[src/hdl/time_of_day_seven_segment_encoder_assert.svh]
// assertion macros shared by the time-of-day segment encoder modules
// each macro expects clk and rst (synchronous, active high) in the using module
`ifndef TIME_OF_DAY_SEVEN_SEGMENT_ENCODER_ASSERT_SVH
`define TIME_OF_DAY_SEVEN_SEGMENT_ENCODER_ASSERT_SVH

// condition holds at every edge outside reset
`define TOD_ASSERT_HOLDS(label, cond, msg) \
  label: assert property (@(posedge clk) disable iff (rst) (cond)) else $error(msg);

// antecedent implies consequent in the same cycle
`define TOD_ASSERT_IMPL(label, ante, cons, msg) \
  label: assert property (@(posedge clk) disable iff (rst) (ante) |-> (cons)) else $error(msg);

// antecedent implies consequent in the next cycle
`define TOD_ASSERT_NEXT(label, ante, cons, msg) \
  label: assert property (@(posedge clk) disable iff (rst) (ante) |=> (cons)) else $error(msg);

`endif

[src/hdl/tod_seg_pkg.sv]
// shared types, constants and the digit pattern table for the segment encoder
// no dependencies
package tod_seg_pkg;

  localparam int unsigned FRAME_LEN         = 12;
  localparam int unsigned POS_W             = 4;
  localparam logic [POS_W-1:0] LAST_POS     = POS_W'(FRAME_LEN - 1);
  localparam int unsigned FRAME_QUEUE_DEPTH = 2;

  localparam int unsigned CFG_IDX_W  = 1;
  localparam int unsigned CFG_DATA_W = 5;
  localparam logic [CFG_DATA_W-1:0] ZONE_RESET  = 5'd9;
  localparam logic [CFG_DATA_W-1:0] LIMIT_RESET = 5'd5;

  localparam logic [7:0] DOT_BIT    = 8'h01;
  localparam logic [7:0] BLANK_BYTE = 8'h00;

  typedef enum logic [CFG_IDX_W-1:0] {
    REG_ZONE_OFFSET      = 1'b0,
    REG_LATE_NIGHT_LIMIT = 1'b1
  } cfg_reg_e;

  typedef struct packed {
    logic [31:0] seconds_count;
    logic [31:0] sub_count;
    logic        time_valid;
  } in_item_t;

  typedef struct packed {
    logic [7:0]       segment_byte;
    logic [POS_W-1:0] digit_position;
    logic             last_byte;
  } out_item_t;

  // byte 0 of the frame sits at index 0
  typedef logic [FRAME_LEN-1:0][7:0] frame_t;

  typedef struct packed {
    logic   valid;
    frame_t frame;
  } frame_push_t;

  typedef struct packed {
    logic   valid;
    frame_t frame;
  } frame_head_t;

  function automatic logic [7:0] seg_of(input logic [3:0] digit);
    logic [7:0] pattern;
    case (digit)
      4'd0:    pattern = 8'b11111100;
      4'd1:    pattern = 8'b01100000;
      4'd2:    pattern = 8'b11011010;
      4'd3:    pattern = 8'b11110010;
      4'd4:    pattern = 8'b01100110;
      4'd5:    pattern = 8'b10110110;
      4'd6:    pattern = 8'b10111110;
      4'd7:    pattern = 8'b11100000;
      4'd8:    pattern = 8'b11111110;
      4'd9:    pattern = 8'b11110110;
      default: pattern = BLANK_BYTE;
    endcase
    return pattern;
  endfunction

endpackage

[src/hdl/tod_seg_fifo.sv]
// short queue of complete frames between the front pipeline and the byte emitter
// depends on tod_seg_pkg and the assertion macro header
`include "time_of_day_seven_segment_encoder_assert.svh"

module tod_seg_fifo #(
  parameter int unsigned DEPTH = tod_seg_pkg::FRAME_QUEUE_DEPTH
) (
  input  logic                      clk,
  input  logic                      rst,
  input  tod_seg_pkg::frame_push_t  push,
  output logic                      queue_full,
  output tod_seg_pkg::frame_head_t  head,
  input  logic                      release_head
);
  import tod_seg_pkg::*;

  localparam int unsigned PTR_W = $clog2(DEPTH);
  localparam int unsigned CNT_W = $clog2(DEPTH + 1);

  frame_t           mem [0:DEPTH-1];
  logic [PTR_W-1:0] wr_ptr;
  logic [PTR_W-1:0] rd_ptr;
  logic [CNT_W-1:0] count;

  always_ff @(posedge clk) begin
    if (push.valid) begin
      mem[wr_ptr] <= push.frame;
    end
  end

  always_ff @(posedge clk) begin
    if (rst) begin
      wr_ptr <= '0;
      rd_ptr <= '0;
      count  <= '0;
    end else begin
      if (push.valid) begin
        wr_ptr <= (wr_ptr == PTR_W'(DEPTH - 1)) ? '0 : wr_ptr + 1'b1;
      end
      if (release_head) begin
        rd_ptr <= (rd_ptr == PTR_W'(DEPTH - 1)) ? '0 : rd_ptr + 1'b1;
      end
      case ({push.valid, release_head})
        2'b10:   count <= count + 1'b1;
        2'b01:   count <= count - 1'b1;
        default: count <= count;
      endcase
    end
  end

  assign queue_full = (count == CNT_W'(DEPTH));
  assign head.valid = (count != '0);
  assign head.frame = mem[rd_ptr];

  `TOD_ASSERT_IMPL(a_no_push_when_full, push.valid, count != CNT_W'(DEPTH), "frame pushed into full queue")
  `TOD_ASSERT_IMPL(a_no_release_when_empty, release_head, count != '0, "frame released from empty queue")

endmodule

[config.mk]
export PLATFORM = sky130hd
export DESIGN_NAME = tod_seg_fifo
export DESIGN_NICKNAME = d
export VERILOG_FILES = /design/src/hdl/tod_seg_pkg.sv /design/src/hdl/tod_seg_fifo.sv
export VERILOG_INCLUDE_DIRS = /design/src /design/src/hdl
export SDC_FILE = /design/constraint.sdc
export NUM_CORES = 1
export LEC_CHECK = 0
export ABC_AREA = 1
export BUFFER_PORTS_ARGS = -buffer_cell sky130_fd_sc_hd__clkbuf_2
export CAP_MARGIN = 30
export CORE_ASPECT_RATIO = 0.5
export CORE_MARGIN = 1.5
export CORE_UTILIZATION = 47
export DETAILED_ROUTE_END_ITERATION = 10
export PLACE_DENSITY = 0.75
export SLEW_MARGIN = 20
export SYNTH_ARGS = -nofsm -noshare
export SYNTH_HDL_FRONTEND = slang
export SYNTH_SLANG_ARGS = --single-unit
[constraint.sdc]
create_clock -name clk -period 5.16 [get_ports clk]
set_input_delay 0.774 -clock clk [delete_from_list [all_inputs] [get_ports clk]]
set_output_delay 0.774 -clock clk [all_outputs]
set_load 0.1 [all_outputs]
==> summary.txt <==
Status
  • Status: finished clean

GRT
  • Total track usage: ~16%
  • Initial antenna violation count: 0
  • Grt ovf: 0
  • Largest net degree at the start of global routing: 77
  • First-pass GRT wire length: 19,200 um
  • Vias in the first global route: roughly 3,700

Pwr
  • Leak Pwr: 3.57 nW
  • PwrDens: roughly 450 nW/um^2
  • Max VDD drop: approximately 0.25 mV
  • Overall power: 4.07 mW

Route
  • Routed WL per cell: roughly 17 um
  • 1st-pass router iterations: 4
  • Residual DRC: 0
  • Via count: approximately 3,700
  • Drt total wl: about 13,000 um
  • Iter 0 DRT Violations: roughly 210
  • Antenna-violating nets left: 0
  • Vias/cell: just under 5

Logic synthesis
  • Post-synth top area share: 78.4%
  • Syn Nets: around 430
  • Seq/Total Area, Yosys: 79.8%
  • Synthesized area: around 7400 um^2
  • Commonest cells in the netlist: edfxtp_1 (192), mux2_2 (56), mux2_4 (40)
  • Count leader, synth: edfxtp_1
  • Ys flop type: edfxtp_1
  • Synthesized instance count: 332
  • Number of enable flip-flop cells after synthesis: around 190
  • Syn_area_per_cell: about 22 um^2
  • Dominant cell type by area after synthesis: edfxtp_1
  • Netlist cell types: 17
  • Synth Register Bits: just under 200
  • Area contributors post-synth: edfxtp_1 (78%), mux2_2 (8.6%), mux2_4 (8.2%), dfxtp_1 (1.4%), buf_12 (1.1%)
  • Number of synthesis warnings: 0
  • Asr flop ratio synth: 0%

Cells and area
  • FF/Latch Area: approximately 5900 um^2
  • Final non-filler cell total: 757
  • Layout cell share with drive strength beyond 1: slightly below 60%
  • # fillers: 1,196
  • Syn-to-layout area delta: 24.0%
  • Antenna diodes: 0
  • Final nets: between 600 and 700
  • Finished Core Util: between 50 and 60%
  • Area used by multi-input combinational logic: 1340 um^2
  • Final instance area: approximately 9100 um^2

Die
  • Core Rows: 32
  • Die area: 16,500 um^2
  • Initial Utilization: 48.0%
  • Die Width: between 150 and 200 um
  • Die Span Y: between 90 and 100 um
  • Core ar.: 15,300 um^2
  • Total I/O pin count: ~200

STA
  • Crit path time final: 3.16 ns
  • Final hold violation count: 0
  • Max-slew violation count: 0
  • Final setup margin: around 2.0 ns
  • Worst-Margin Slew: just under 0.9 ns
  • Tcrit/Tclk final: just over 60%
  • Slew margin rel.: about two fifths
  • Fmax: ~320 MHz
  • WHS: just over 0.5 ns
  • RSZ-0062 raised after global routing: false
  • Clock skew: 0.0136 ns
  • Setup TNS: 0 ns
  • Final setup viols: 0

Clock network
  • Max Buffers Root-to-Sink: 2
  • Number of hold buffers added after CTS: 0
  • Clock sink count: between 150 and 200
  • Number of buffers created by CTS: 17
  • Worst skew pair latency: 0.41 ns
  • CTS root buf: clkbuf_16
  • Post-CTS Resized: 0
  • TritonCTS clock tree: done
  • H-tree depth: 4
  • Worst-path clk slew: approximately 0.070 ns
  • Post-CTS Setup Inserts: 0

Placement
  • Post-DP HPWL: roughly 8500 um
  • Pre-CTS setup slack: about 2.4 ns
  • PortBufs: ~200
  • Routability Congestion: 0.711
  • Placed cell count: 726
  • Cell area after placement: between 8000 and 9000 um^2

Setup path
  • CP Class: flop to output pin
  • CP startpoint kind: flop
  • Arr. time, crit path: 2.38 ns
  • Crit-path max FO: 44
  • Required @ worst endpoint: approximately 4.4 ns
  • Crit. End Element: output pin

Hold path
  • Hold Path Class: flop to flop

Job
  • Max Cap Viol: 0
-- layout make-up --
class | count | area share [%]
well taps | 204 | 2.80
flip-flops and latches | 197 | 64.4
repair buffers | 201 | 11.6
clock inverters | 12 | 1.44
multi-input cells | 117 | 14.7
inverters | 7 | 0.316
clock buffers | 19 | 4.75
-- power by group --
part           switching [mW]  leakage (nW)  internal (mW)
registers              0.0297          1.84           1.85
logic                   0.730          1.44          0.187
clock network           0.557         0.277          0.715
-- path summary, 6_finish.rpt --
| kind | startpoint | to | slack, ns | depth (start not counted) |
|---|---|---|---|---|
| worst max-delay path | flop | head[19] | 2.00 | 4 |
| worst min-delay path | count[1] | count[1] | 0.51 | 2 |
| worst max register to register | wr_ptr | mem[1][62] | 3.10 | 3 |
| worst min register to register | count[1] | count[1] | 0.51 | 2 |
-- state kept, by name, summed over array words and instances (netlist names), named ones only --
| signal | cells |
|---|---|
| count | 2 |
| mem | 192 |
| rd_ptr | 1 |
| wr_ptr | 1 |
-- cells in the final DEF, fill, tap and decap left out, types with 2 or more instances in the layout --
master	netlist	layout
clkbuf_2	0	197
edfxtp_1	192	192
mux2_2	56	56
mux2_4	40	40
clkbuf_16	0	17
nor2_1	9	8
inv_1	7	6
nand2_1	6	6
clkinv_2	0	4
dfxtp_1	5	4
clkinv_4	0	3
clkbuf_1	0	2
bufinv_16	0	2
inv_6	0	2
buf_12	4	2
-- critical path, stage by stage, from the launching register on --
cell and delay [ns]:
dfxtp_4 0.60, buf_16 0.29, buf_12 0.26, mux2_2 0.36, clkbuf_2 0.37
-- cells by family (layout without fill, tap and decap cells) --
group	after synthesis	after routing	synth area share, %
XOR/XNOR	1	1	0.119
adder cells (fa/ha/maj)	1	1	0.170
AO/OA/AOI/OAI	2	2	0.136
multiplexers	96	96	16.7
AND/OR/NAND/NOR	17	17	0.919
buffers and inverters	18	239	2.14
flip-flops	197	197	79.8
-- metal layers --
layer	share of wire [%]	track usage (%)
met2	57	29.7
met3	3.4	3.29
met1	38	17.0
met4	1.4	6.11
met5	0	0
Power figures use the tool's default switching activity.
