===== src/hdl/time_of_day_seven_segment_encoder_assert.svh =====
// assertion macros shared by the time-of-day segment encoder modules
// each macro expects clk and rst (synchronous, active high) in the using module
`ifndef TIME_OF_DAY_SEVEN_SEGMENT_ENCODER_ASSERT_SVH
`define TIME_OF_DAY_SEVEN_SEGMENT_ENCODER_ASSERT_SVH

// condition holds at every edge outside reset
`define TOD_ASSERT_HOLDS(label, cond, msg) \
  label: assert property (@(posedge clk) disable iff (rst) (cond)) else $error(msg);

// antecedent implies consequent in the same cycle
`define TOD_ASSERT_IMPL(label, ante, cons, msg) \
  label: assert property (@(posedge clk) disable iff (rst) (ante) |-> (cons)) else $error(msg);

// antecedent implies consequent in the next cycle
`define TOD_ASSERT_NEXT(label, ante, cons, msg) \
  label: assert property (@(posedge clk) disable iff (rst) (ante) |=> (cons)) else $error(msg);

`endif


===== src/hdl/tod_seg_pkg.sv =====
// shared types, constants and the digit pattern table for the segment encoder
// no dependencies
package tod_seg_pkg;

  localparam int unsigned FRAME_LEN         = 12;
  localparam int unsigned POS_W             = 4;
  localparam logic [POS_W-1:0] LAST_POS     = POS_W'(FRAME_LEN - 1);
  localparam int unsigned FRAME_QUEUE_DEPTH = 2;

  localparam int unsigned CFG_IDX_W  = 1;
  localparam int unsigned CFG_DATA_W = 5;
  localparam logic [CFG_DATA_W-1:0] ZONE_RESET  = 5'd9;
  localparam logic [CFG_DATA_W-1:0] LIMIT_RESET = 5'd5;

  localparam logic [7:0] DOT_BIT    = 8'h01;
  localparam logic [7:0] BLANK_BYTE = 8'h00;

  typedef enum logic [CFG_IDX_W-1:0] {
    REG_ZONE_OFFSET      = 1'b0,
    REG_LATE_NIGHT_LIMIT = 1'b1
  } cfg_reg_e;

  typedef struct packed {
    logic [31:0] seconds_count;
    logic [31:0] sub_count;
    logic        time_valid;
  } in_item_t;

  typedef struct packed {
    logic [7:0]       segment_byte;
    logic [POS_W-1:0] digit_position;
    logic             last_byte;
  } out_item_t;

  // byte 0 of the frame sits at index 0
  typedef logic [FRAME_LEN-1:0][7:0] frame_t;

  typedef struct packed {
    logic   valid;
    frame_t frame;
  } frame_push_t;

  typedef struct packed {
    logic   valid;
    frame_t frame;
  } frame_head_t;

  function automatic logic [7:0] seg_of(input logic [3:0] digit);
    logic [7:0] pattern;
    case (digit)
      4'd0:    pattern = 8'b11111100;
      4'd1:    pattern = 8'b01100000;
      4'd2:    pattern = 8'b11011010;
      4'd3:    pattern = 8'b11110010;
      4'd4:    pattern = 8'b01100110;
      4'd5:    pattern = 8'b10110110;
      4'd6:    pattern = 8'b10111110;
      4'd7:    pattern = 8'b11100000;
      4'd8:    pattern = 8'b11111110;
      4'd9:    pattern = 8'b11110110;
      default: pattern = BLANK_BYTE;
    endcase
    return pattern;
  endfunction

endpackage


===== src/hdl/tod_seg_back.sv =====
// back end: walks the head frame one byte per beat and frees it after the last byte
// depends on tod_seg_pkg and the assertion macro header
`include "time_of_day_seven_segment_encoder_assert.svh"

module tod_seg_back (
  input  logic                      clk,
  input  logic                      rst,
  input  tod_seg_pkg::frame_head_t  head,
  output logic                      release_head,
  output logic                      empty,
  input  logic                      pop,
  output tod_seg_pkg::out_item_t    result
);
  import tod_seg_pkg::*;

  logic [POS_W-1:0] pos;
  logic [POS_W-1:0] pos_next;
  logic             take;
  logic             at_last;

  assign empty        = !head.valid;
  assign take         = pop && head.valid;
  assign at_last      = (pos == LAST_POS);
  assign release_head = take && at_last;

  always_comb begin
    pos_next = pos;
    if (take) begin
      pos_next = at_last ? '0 : pos + 1'b1;
    end
  end

  always_ff @(posedge clk) begin
    if (rst) begin
      pos <= '0;
    end else begin
      pos <= pos_next;
    end
  end

  assign result.segment_byte   = head.frame[pos];
  assign result.digit_position = pos;
  assign result.last_byte      = at_last;

  `TOD_ASSERT_HOLDS(a_pos_in_frame, pos <= LAST_POS, "byte position past end of frame")
  `TOD_ASSERT_NEXT(a_wrap_after_last, release_head, pos == '0, "position did not wrap after last byte")
  `TOD_ASSERT_IMPL(a_idle_pos_zero, !head.valid, pos == '0, "position moved with no frame queued")

endmodule


===== config.mk =====
export PLATFORM = sky130hd
export DESIGN_NAME = tod_seg_back
export DESIGN_NICKNAME = d
export VERILOG_FILES = /design/src/hdl/tod_seg_pkg.sv /design/src/hdl/tod_seg_back.sv
export VERILOG_INCLUDE_DIRS = /design/src /design/src/hdl
export SDC_FILE = /design/constraint.sdc
export NUM_CORES = 1
export LEC_CHECK = 0
export BUFFER_PORTS_ARGS = -buffer_cell sky130_fd_sc_hd__clkbuf_2
export CORE_MARGIN = 3
export CORE_UTILIZATION = 32
export CTS_CLUSTER_DIAMETER = 40
export DETAILED_ROUTE_END_ITERATION = 10
export PLACE_DENSITY_LB_ADDON = 0.25
export SLEW_MARGIN = 30
export SYNTH_ARGS = -nofsm -noshare
export SYNTH_HDL_FRONTEND = slang
export SYNTH_SLANG_ARGS = --single-unit

===== constraint.sdc =====
create_clock -name clk -period 1.7 [get_ports clk]
set_clock_uncertainty 0.1 [all_clocks]
set_input_delay 0.255 -clock clk [delete_from_list [all_inputs] [get_ports clk]]
set_output_delay 0.255 -clock clk [all_outputs]
set_load 0.02 [all_outputs]

==> results.toml, run 1 <==
[placed_design]
place_area_sq_um = 1800
dp.cells = 261
place_hpwl_mm = 2.91
gp_congestion = 0.775
port_buffers = 114

[global_routing]
track_usage_pct = 17.1
grt-ovfl-total = 0
grt_max_degree = 22
grt_pass1_wl_mm = 5.58
grt_pass1_vias = 1298
grt_antenna_before_repair = 0

[yosys]
ys_warn_count = 0
synthTopCellsByCount = "mux2_2 (16), mux4_1 (12), nor2_1 (11)"
syn_nets = 204
ys_async_sr_fraction_pct = 0
synth_seq_cells = 4
synthTopCellsByArea = "mux4_1 (30%), mux2_2 (17%), mux4_2 (8.5%)"
synth_top_flop_cell = "dfxtp_1"
synth_top_area_cell = "mux4_1"
yosysMostFrequentCell = "mux2_2"
synth_area_per_cell_sq_um = 10.3
synth-edff-count = 0
synth_cell_types = 25
synth-seq-area-share_pct = 7.52
netlist_instances = 103
yosys.area.top_type_share_pct = 29.6
synth_area_sq_um = 1060

[cts]
clk_pin_slew_ns = 0.04
clock-sinks = 4
worstSkewPairLatency_ns = 0.24
htree_levels = 1
numCtsBuffers = 3
tritoncts = "done"
root_buffer = "clkbuf_4"
cts_buffer_depth = 2

[hold_path]
hp-class = "input pin to register"
hold_start = "rst"
whs_path_depth = 2
min_delay_worst_endpoint = "pos[0]$_SDFFE_PP0P_"

[critical_path]
cp-start-kind = "register"
cp.arrival_ns = 1.69
path_max_fanout = 7
crit_type = "register to primary output"
cp.required_ns = 1.34
r2r-start = "pos[0]$_SDFFE_PP0P_"
ff2ff_path_depth = 7
reg2reg_to = "pos[0]$_SDFFE_PP0P_"
reg2reg_slack_ns = 0.03
cp-startpoint = "pos[0]$_SDFFE_PP0P_"
critPathCaptureType = "primary output"

[cells_and_area]
final_nets = 330
register_area_sq_um = 83.8
num_antenna_cells = 0
reg.largest.list = "pos: 4 flops"
syn_to_final_growth_pct = 88.5
largest_register_ffs = 4
multi_input_area_sq_um = 1000
largest-register = "pos"
fin_area_sq_um = 2010
layoutNonFillerInstCount = 272
fill_cells = 284
drive_gt1_share_pct = 82.5

[sta]
finalHoldViolations = 0
slew_headroom_pct = 77.0
rsz0062_at_grt = "yes"
drv_slew = 0
setup_ws_ns = -0.347
tightestPinTransition_ns = 0.343
timing.final.crit_period_ns = 2.05
setup_viol = 10
post-route-period-util_pct = 120
max_freq_ghz = 0.488

[route]
wl_mm = 3.69
wl_per_cell_um = 13.6
antenna_left = 0
drc = 0
first_iter_violations = 30
drt_first_pass_iters = 4
via_per_inst = 4.98
vias = 1355

[floorplanning]
die_area_sq_um = 4060
rows = 20
start_util_pct = 34.3
io-pin-count = 115
die_h_um = 63.7
coreArea_sq_um = 3100
dieWidth_um = 63.7

[pwr]
p_per_area_nw_per_um2 = 327
ir_worst_vdd_v = 0.000176
leakage_nw = 0.973

[status]
violations = "negative setup slack"
status = "complete, but fails checks"

[job]
drv_cap = 0
==> how the worst max path moves through the flow <==
| stage | slack [ns] | to | cells after the start |
|---|---|---|---|
| 2_1_floorplan | -0.05 | result[11] | 5 |
| 3_3_place_gp | -0.28 | result[5] | 4 |
| 3_5_place_dp | -0.30 | result[8] | 4 |
| 4_1_cts | -0.37 | result[7] | 5 |
| 5_1_grt | -0.42 | result[7] | 5 |
| 6_report | -0.35 | result[7] | 5 |
==> final cells by class <==
type	instances	share of cell area (%)
flip-flops and latches	4	4.18
multi-input cells	78	50.0
inverters	10	1.87
clock buffers	4	1.31
repair buffers	132	39.9
well taps	44	2.74
==> metal layers <==
layer	GRT usage (%)	vias to the layer above	wire, um
met3	3.03	2	368
met4	4.85	0	19
met2	30.5	81	1870
met1	20.9	608	1430
li1	-	664	-
met5	0	-	0
==> critical path, cell delays in order, from the launching register on <==
cell,delay (ns)
dfxtp_4,0.41
clkbuf_16,0.17
mux4_2,0.50
nor2_2,0.13
o32ai_2,0.09
clkbuf_2,0.16
==> logic make-up (layout without fill, tap and decap cells) <==
| logic type | after synthesis | after routing | share of synthesized area [%] |
|---|---|---|---|
| muxes | 33 | 33 | 55.9 |
| and+or+nand+nor | 24 | 24 | 9.99 |
| buffers and inverters | 21 | 146 | 11.5 |
| AOI/OAI and AO/OA | 20 | 20 | 13.9 |
| DFF | 4 | 4 | 7.52 |
| adders and majority gates | 1 | 1 | 1.17 |
==> metrics by stage <==
| stage | worst slack, ns | hold slack, ns | utilization [%] | power (mW) | setup TNS, ns |
|---|---|---|---|---|---|
| 2_1_floorplan | -0.0548 | 0.214 | - | 0.329 | -0.273 |
| 3_3_place_gp | -0.277 | 0.368 | 58.1 | 0.460 | -2.35 |
| 3_5_place_dp | -0.296 | 0.365 | 58.1 | 0.464 | -2.43 |
| 4_1_cts | -0.375 | 0.108 | 60.6 | 0.614 | -3.26 |
| 5_1_grt | -0.422 | 0.115 | 64.7 | 0.706 | -3.61 |
| 6_report | -0.347 | 0.113 | 64.7 | 0.656 | -2.79 |
==> cells in the final DEF (no fill, tap or decap), types with 2 or more instances in the layout <==
cell type | Yosys | final
clkbuf_2 | 0 | 106
inv_2 | 0 | 3
buf_12 | 1 | 3
nand3_1 | 2 | 2
dfxtp_1 | 4 | 3
o22ai_2 | 0 | 6
buf_6 | 2 | 4
mux4_2 | 4 | 10
o32ai_2 | 0 | 6
mux2_2 | 16 | 16
nand2b_1 | 2 | 2
nand2_1 | 6 | 6
buf_4 | 3 | 16
o22ai_1 | 8 | 2
inv_1 | 10 | 7
nor2_4 | 0 | 2
nor2_2 | 0 | 5
nor2_1 | 11 | 4
clkbuf_4 | 0 | 3
o32ai_4 | 0 | 2
mux4_1 | 12 | 6
==> power breakdown <==
part | internal [mW] | switching, mW
combinational | 0.268 | 0.156
clock | 0.0882 | 0.0412
sequential | 0.0964 | 0.00578
==> timing repair <==
| action | CTS | global route |
|---|---|---|
| pin swaps | 0 | 9 |
| resized for setup | 0 | 46 |
| cloned | 0 | 1 |
| setup endpoints to repair | 11 | 12 |
| hold buffers | 0 | 0 |
| setup buffers | 5 | 1 |
No activity file was read; power rests on OpenSTA's default activity.
==> inputs of run 2 (changes only) <==
- CORE_UTILIZATION: 32 -> 35
- clock period: 1.7 -> 1.96 ns (I/O delays scaled with it)
==> results.toml, run 2 (synthesized netlist as in run 1, its figures left out) <==
[placed_design]
gp_congestion = 0.782
place_ws_ns = 0.0653
dp.cells = 245
place_hpwl_mm = 3.16
port_buffers = 114

[pwr]
leakage_nw = 0.920
p_per_area_nw_per_um2 = 299
ir_worst_vdd_v = 0.000158

[sta]
setup_viol = 8
slew_headroom_pct = 67.0
setup_ws_ns = -0.112
rsz0062_at_grt = "yes"
drv_slew = 0
finalHoldViolations = 0
timing.final.crit_period_ns = 2.07
tightestPinTransition_ns = 0.496
max_freq_ghz = 0.483
hold_slack_ns = 0.170
post-route-period-util_pct = 106

[cts]
clock-sinks = 4
clk_pin_slew_ns = 0.04
cts_buffer_depth = 2
hold_buffers = 0
root_buffer = "clkbuf_4"
numCtsBuffers = 3
tritoncts = "done"
htree_levels = 1
worstSkewPairLatency_ns = 0.24

[cells_and_area]
layout_common_cells = "clkbuf_2 (106), mux2_2 (16), buf_4 (15)"
num_antenna_cells = 0
final_util_pct = 65.5
syn_to_final_growth_pct = 73.9
final_common_cell = "clkbuf_2"
largest_register_ffs = 4
layoutNonFillerInstCount = 251
final_nets = 323
reg.largest.list = "pos: 4 flops"
largest-register = "pos"
drive_gt1_share_pct = 85.5
fill_cells = 233

[critical_path]
cp-start-kind = "register"
path_max_fanout = 6
cp.required_ns = 1.57
ff2ff_path_depth = 5
cp.arrival_ns = 1.68
crit_type = "register to primary output"
critPathCaptureType = "primary output"

[hold_path]
whs_path_depth = 2
hp-class = "input pin to register"

[floorplanning]
dieWidth_um = 61.2
die_area_sq_um = 3740
rows = 19
start_util_pct = 37.6
io-pin-count = 115
coreArea_sq_um = 2830
die_h_um = 61.2

[global_routing]
top_usage_layer = "met2"
track_usage_pct = 20.8
grt_util_met3_pct = 2.52
grt_antenna_before_repair = 0
grt_pass1_vias = 1382
grt_pass1_wl_mm = 5.89
grt_max_degree = 18
grt.met1_usage_pct = 26.3
grtUsageMet2_pct = 36.7
grt-ovfl-total = 0

[route]
drc = 0
antenna_left = 0
wl_mm = 3.92
wl_per_cell_um = 15.6
drt_first_pass_iters = 4
vias = 1363
first_iter_violations = 59
via_per_inst = 5.43

[status]
status = "complete, but fails checks"
violations = "negative setup slack"

[job]
drv_cap = 0
## run 2: layout make-up
class / count / area [sq um] / share of cell area (%)
well taps: 31 / 38.8 / 2.09
inverters: 10 / 37.5 / 2.03
flip-flops and latches: 4 / 83.8 / 4.53
multi-input cells: 78 / 952 / 51.4
repair buffers: 125 / 717 / 38.7
clock buffers: 3 / 22.5 / 1.22
## run 2: power breakdown
group,total [mW],internal [mW],switching (mW)
combinational,0.358,0.220,0.138
clock,0.108,0.0688,0.0389
sequential,0.0882,0.0836,0.00462
## run 2: final timing paths
| kind | slack [ns] | end | start |
|---|---|---|---|
| max | -0.11 | result[7] | pos[0]$_SDFFE_PP0P_ |
| max reg2reg | 0.29 | pos[0]$_SDFFE_PP0P_ | pos[2]$_SDFFE_PP0P_ |
| min reg2reg | 0.58 | pos[1]$_SDFFE_PP0P_ | pos[1]$_SDFFE_PP0P_ |
| min | 0.17 | pos[0]$_SDFFE_PP0P_ | rst |
## run 2: timing repair
| action | 4_1_cts | 5_1_grt |
|---|---|---|
| pin swaps | 8 | 10 |
| endpoints found under the setup margin | 8 | 10 |
| cloned | 2 | 0 |
| buffers inserted | 2 | 0 |
| gates resized for setup | 33 | 21 |
## run 2: critical path, stage by stage (launching register included)
cell	delay (ns)
dfxtp_4	0.40
buf_12	0.14
mux4_2	0.51
nor2_2	0.11
o32ai_2	0.09
buf_4	0.18
## run 2: per-stage QoR
stage	area (sq um)	total power, mW	TNS, ns
global placement	1720	0.393	0
detailed placement	1720	0.402	0
CTS	1840	0.553	-1.13
finish	1850	0.554	-0.826
floorplan	1120	0.275	0
global route	1850	0.594	-1.30
## run 2: layer usage
layer / share of wire, % / wire length [um]
met4: 0.87 / 34
met5: 0 / 0
met2: 52 / 2030
met1: 38 / 1480
met3: 9.8 / 383
==> inputs of run 3 (changes only) <==
- TNS_END_PERCENT: not set -> 20
==> results.toml, run 3 (synthesized netlist as in run 1, its figures left out) <==
[status]
status = "complete, but fails checks"
violations = "negative setup slack"

[global_routing]
grt_max_degree = 19
grt_pass1_vias = 1282
grt_antenna_before_repair = 0
top_usage_layer = "met2"
grt_util_met3_pct = 2.10
track_usage_pct = 18.6
grtUsageMet2_pct = 32.8
grt-ovfl-total = 0
grt.met1_usage_pct = 23.5
grt_pass1_wl_mm = 5.25

[cts]
tritoncts = "done"
htree_levels = 1
root_buffer = "clkbuf_4"
clk_pin_slew_ns = 0.04
worstSkewPairLatency_ns = 0.23
numCtsBuffers = 3
cts_buffer_depth = 2
clock-sinks = 4
hold_buffers = 0

[floorplanning]
coreArea_sq_um = 2830
dieWidth_um = 61.2
start_util_pct = 37.6
rows = 19
die_h_um = 61.2
io-pin-count = 115
die_area_sq_um = 3740

[placed_design]
gp_congestion = 0.771
port_buffers = 114
place_hpwl_mm = 3.23

[sta]
setup_viol = 8
timing.final.crit_period_ns = 2.10
tightestPinTransition_ns = 0.381
slew_headroom_pct = 74.6
max_freq_ghz = 0.476
setup_ws_ns = -0.139
tns_ns = -0.798
finalHoldViolations = 0
drv_slew = 0
post-route-period-util_pct = 107
rsz0062_at_grt = "yes"

[route]
drc = 0
drt_first_pass_iters = 4
vias = 1332
wl_per_cell_um = 15.6
antenna_left = 0
via_per_inst = 5.35
first_iter_violations = 36
wl_mm = 3.89

[critical_path]
cp-start-kind = "register"
cp.arrival_ns = 1.71
cpMaxStageDelayCell = "mux4_2"
crit_type = "register to primary output"
cp.required_ns = 1.57
path_max_fanout = 7
crit_chain = "buf_12 > mux4_2 > nor2_2 > o32ai_2 > buf_4"
max_stage_delay_ns = 0.51
critPathCaptureType = "primary output"

[pwr]
ir_worst_vdd_v = 0.000187
p_per_area_nw_per_um2 = 300
total_power_uw = 529
leakage_nw = 0.893

[job]
drv_cap = 0

[cells_and_area]
reg.largest.list = "pos: 4 flops"
final_nets = 321
syn_to_final_growth_pct = 65.7
largest-register = "pos"
largest_register_ffs = 4
final_common_cell = "clkbuf_2"
layout_common_cells = "clkbuf_2 (106), mux2_2 (16), mux4_2 (13)"
num_antenna_cells = 0
drive_gt1_share_pct = 77.1

[hold_path]
hp-class = "input pin to register"
run 3: cell types whose count changed in the layout (fill, tap and decap cells not counted), moves of 2 or more:
cell     before  now
o22ai_1       2    6
o22ai_2       6    2
buf_2         0    2
buf_4        15   10
nor2_2        7    5
inv_2         5    1
nor2_1        3    6
o32ai_2       8    2
o32ai_1       0    6
inv_1         5    9
run 3: worst max-delay path: cells and delay by family (launching register included):
family / cells / cell delay, ns
buf+inv: 2 / 0.33
simple gates: 1 / 0.12
compound gates: 1 / 0.10
flops: 1 / 0.41
mux: 1 / 0.51
run 3: final timing paths:
| check | from | end | slack, ns | depth (start not counted) |
|---|---|---|---|---|
| min | rst | pos[0]$_SDFFE_PP0P_ | 0.17 | 2 |
| max reg2reg | pos[0]$_SDFFE_PP0P_ | pos[0]$_SDFFE_PP0P_ | 0.23 | 7 |
| max | pos[0]$_SDFFE_PP0P_ | result[6] | -0.14 | 5 |
| min reg2reg | pos[1]$_SDFFE_PP0P_ | pos[1]$_SDFFE_PP0P_ | 0.57 | 3 |
run 3: report_power, final:
part	internal (mW)	total [mW]	switching [mW]	leakage, nW
logic	0.209	0.337	0.128	0.845
registers	0.0837	0.0896	0.00590	0.0336
clock network	0.0686	0.103	0.0342	0.0138
total	0.362	0.529	0.168	0.893
run 3: final cells by class:
class	count	area, sq um
Fill cell	269	1060
Clock buffer	3	22.5
Timing Repair Buffer	123	709
Inverter	10	37.5
Tap cell	31	38.8
Sequential cell	4	85.1
Multi-Input combinational cell	78	871
run 3: what timing repair did:
item / in CTS / in global routing
resized for setup: 15 / 24
pin swaps: 4 / 4
gates cloned: 1 / 0
setup endpoints to repair: 8 / 8
buffers inserted: 1 / 0
run 3: metal layers:
metal,vias up,part of all wire [%]
li1,645,-
met1,602,39
met2,83,51
met3,2,9.6
met4,0,0.69
met5,-,0
run 3: through the flow:
step	std cells	utilization (%)	hold WS (ns)	setup slack [ns]	area, sq um
final	249	62.4	0.170	-0.139	1760
after global routing	249	62.4	0.175	-0.176	1760
after CTS	249	61.7	0.159	-0.141	1750
after detailed placement	244	59.2	0.409	0.0934	1680
after global placement	244	59.2	0.403	0.133	1680
after floorplan	103	-	0.263	-0.0775	1070
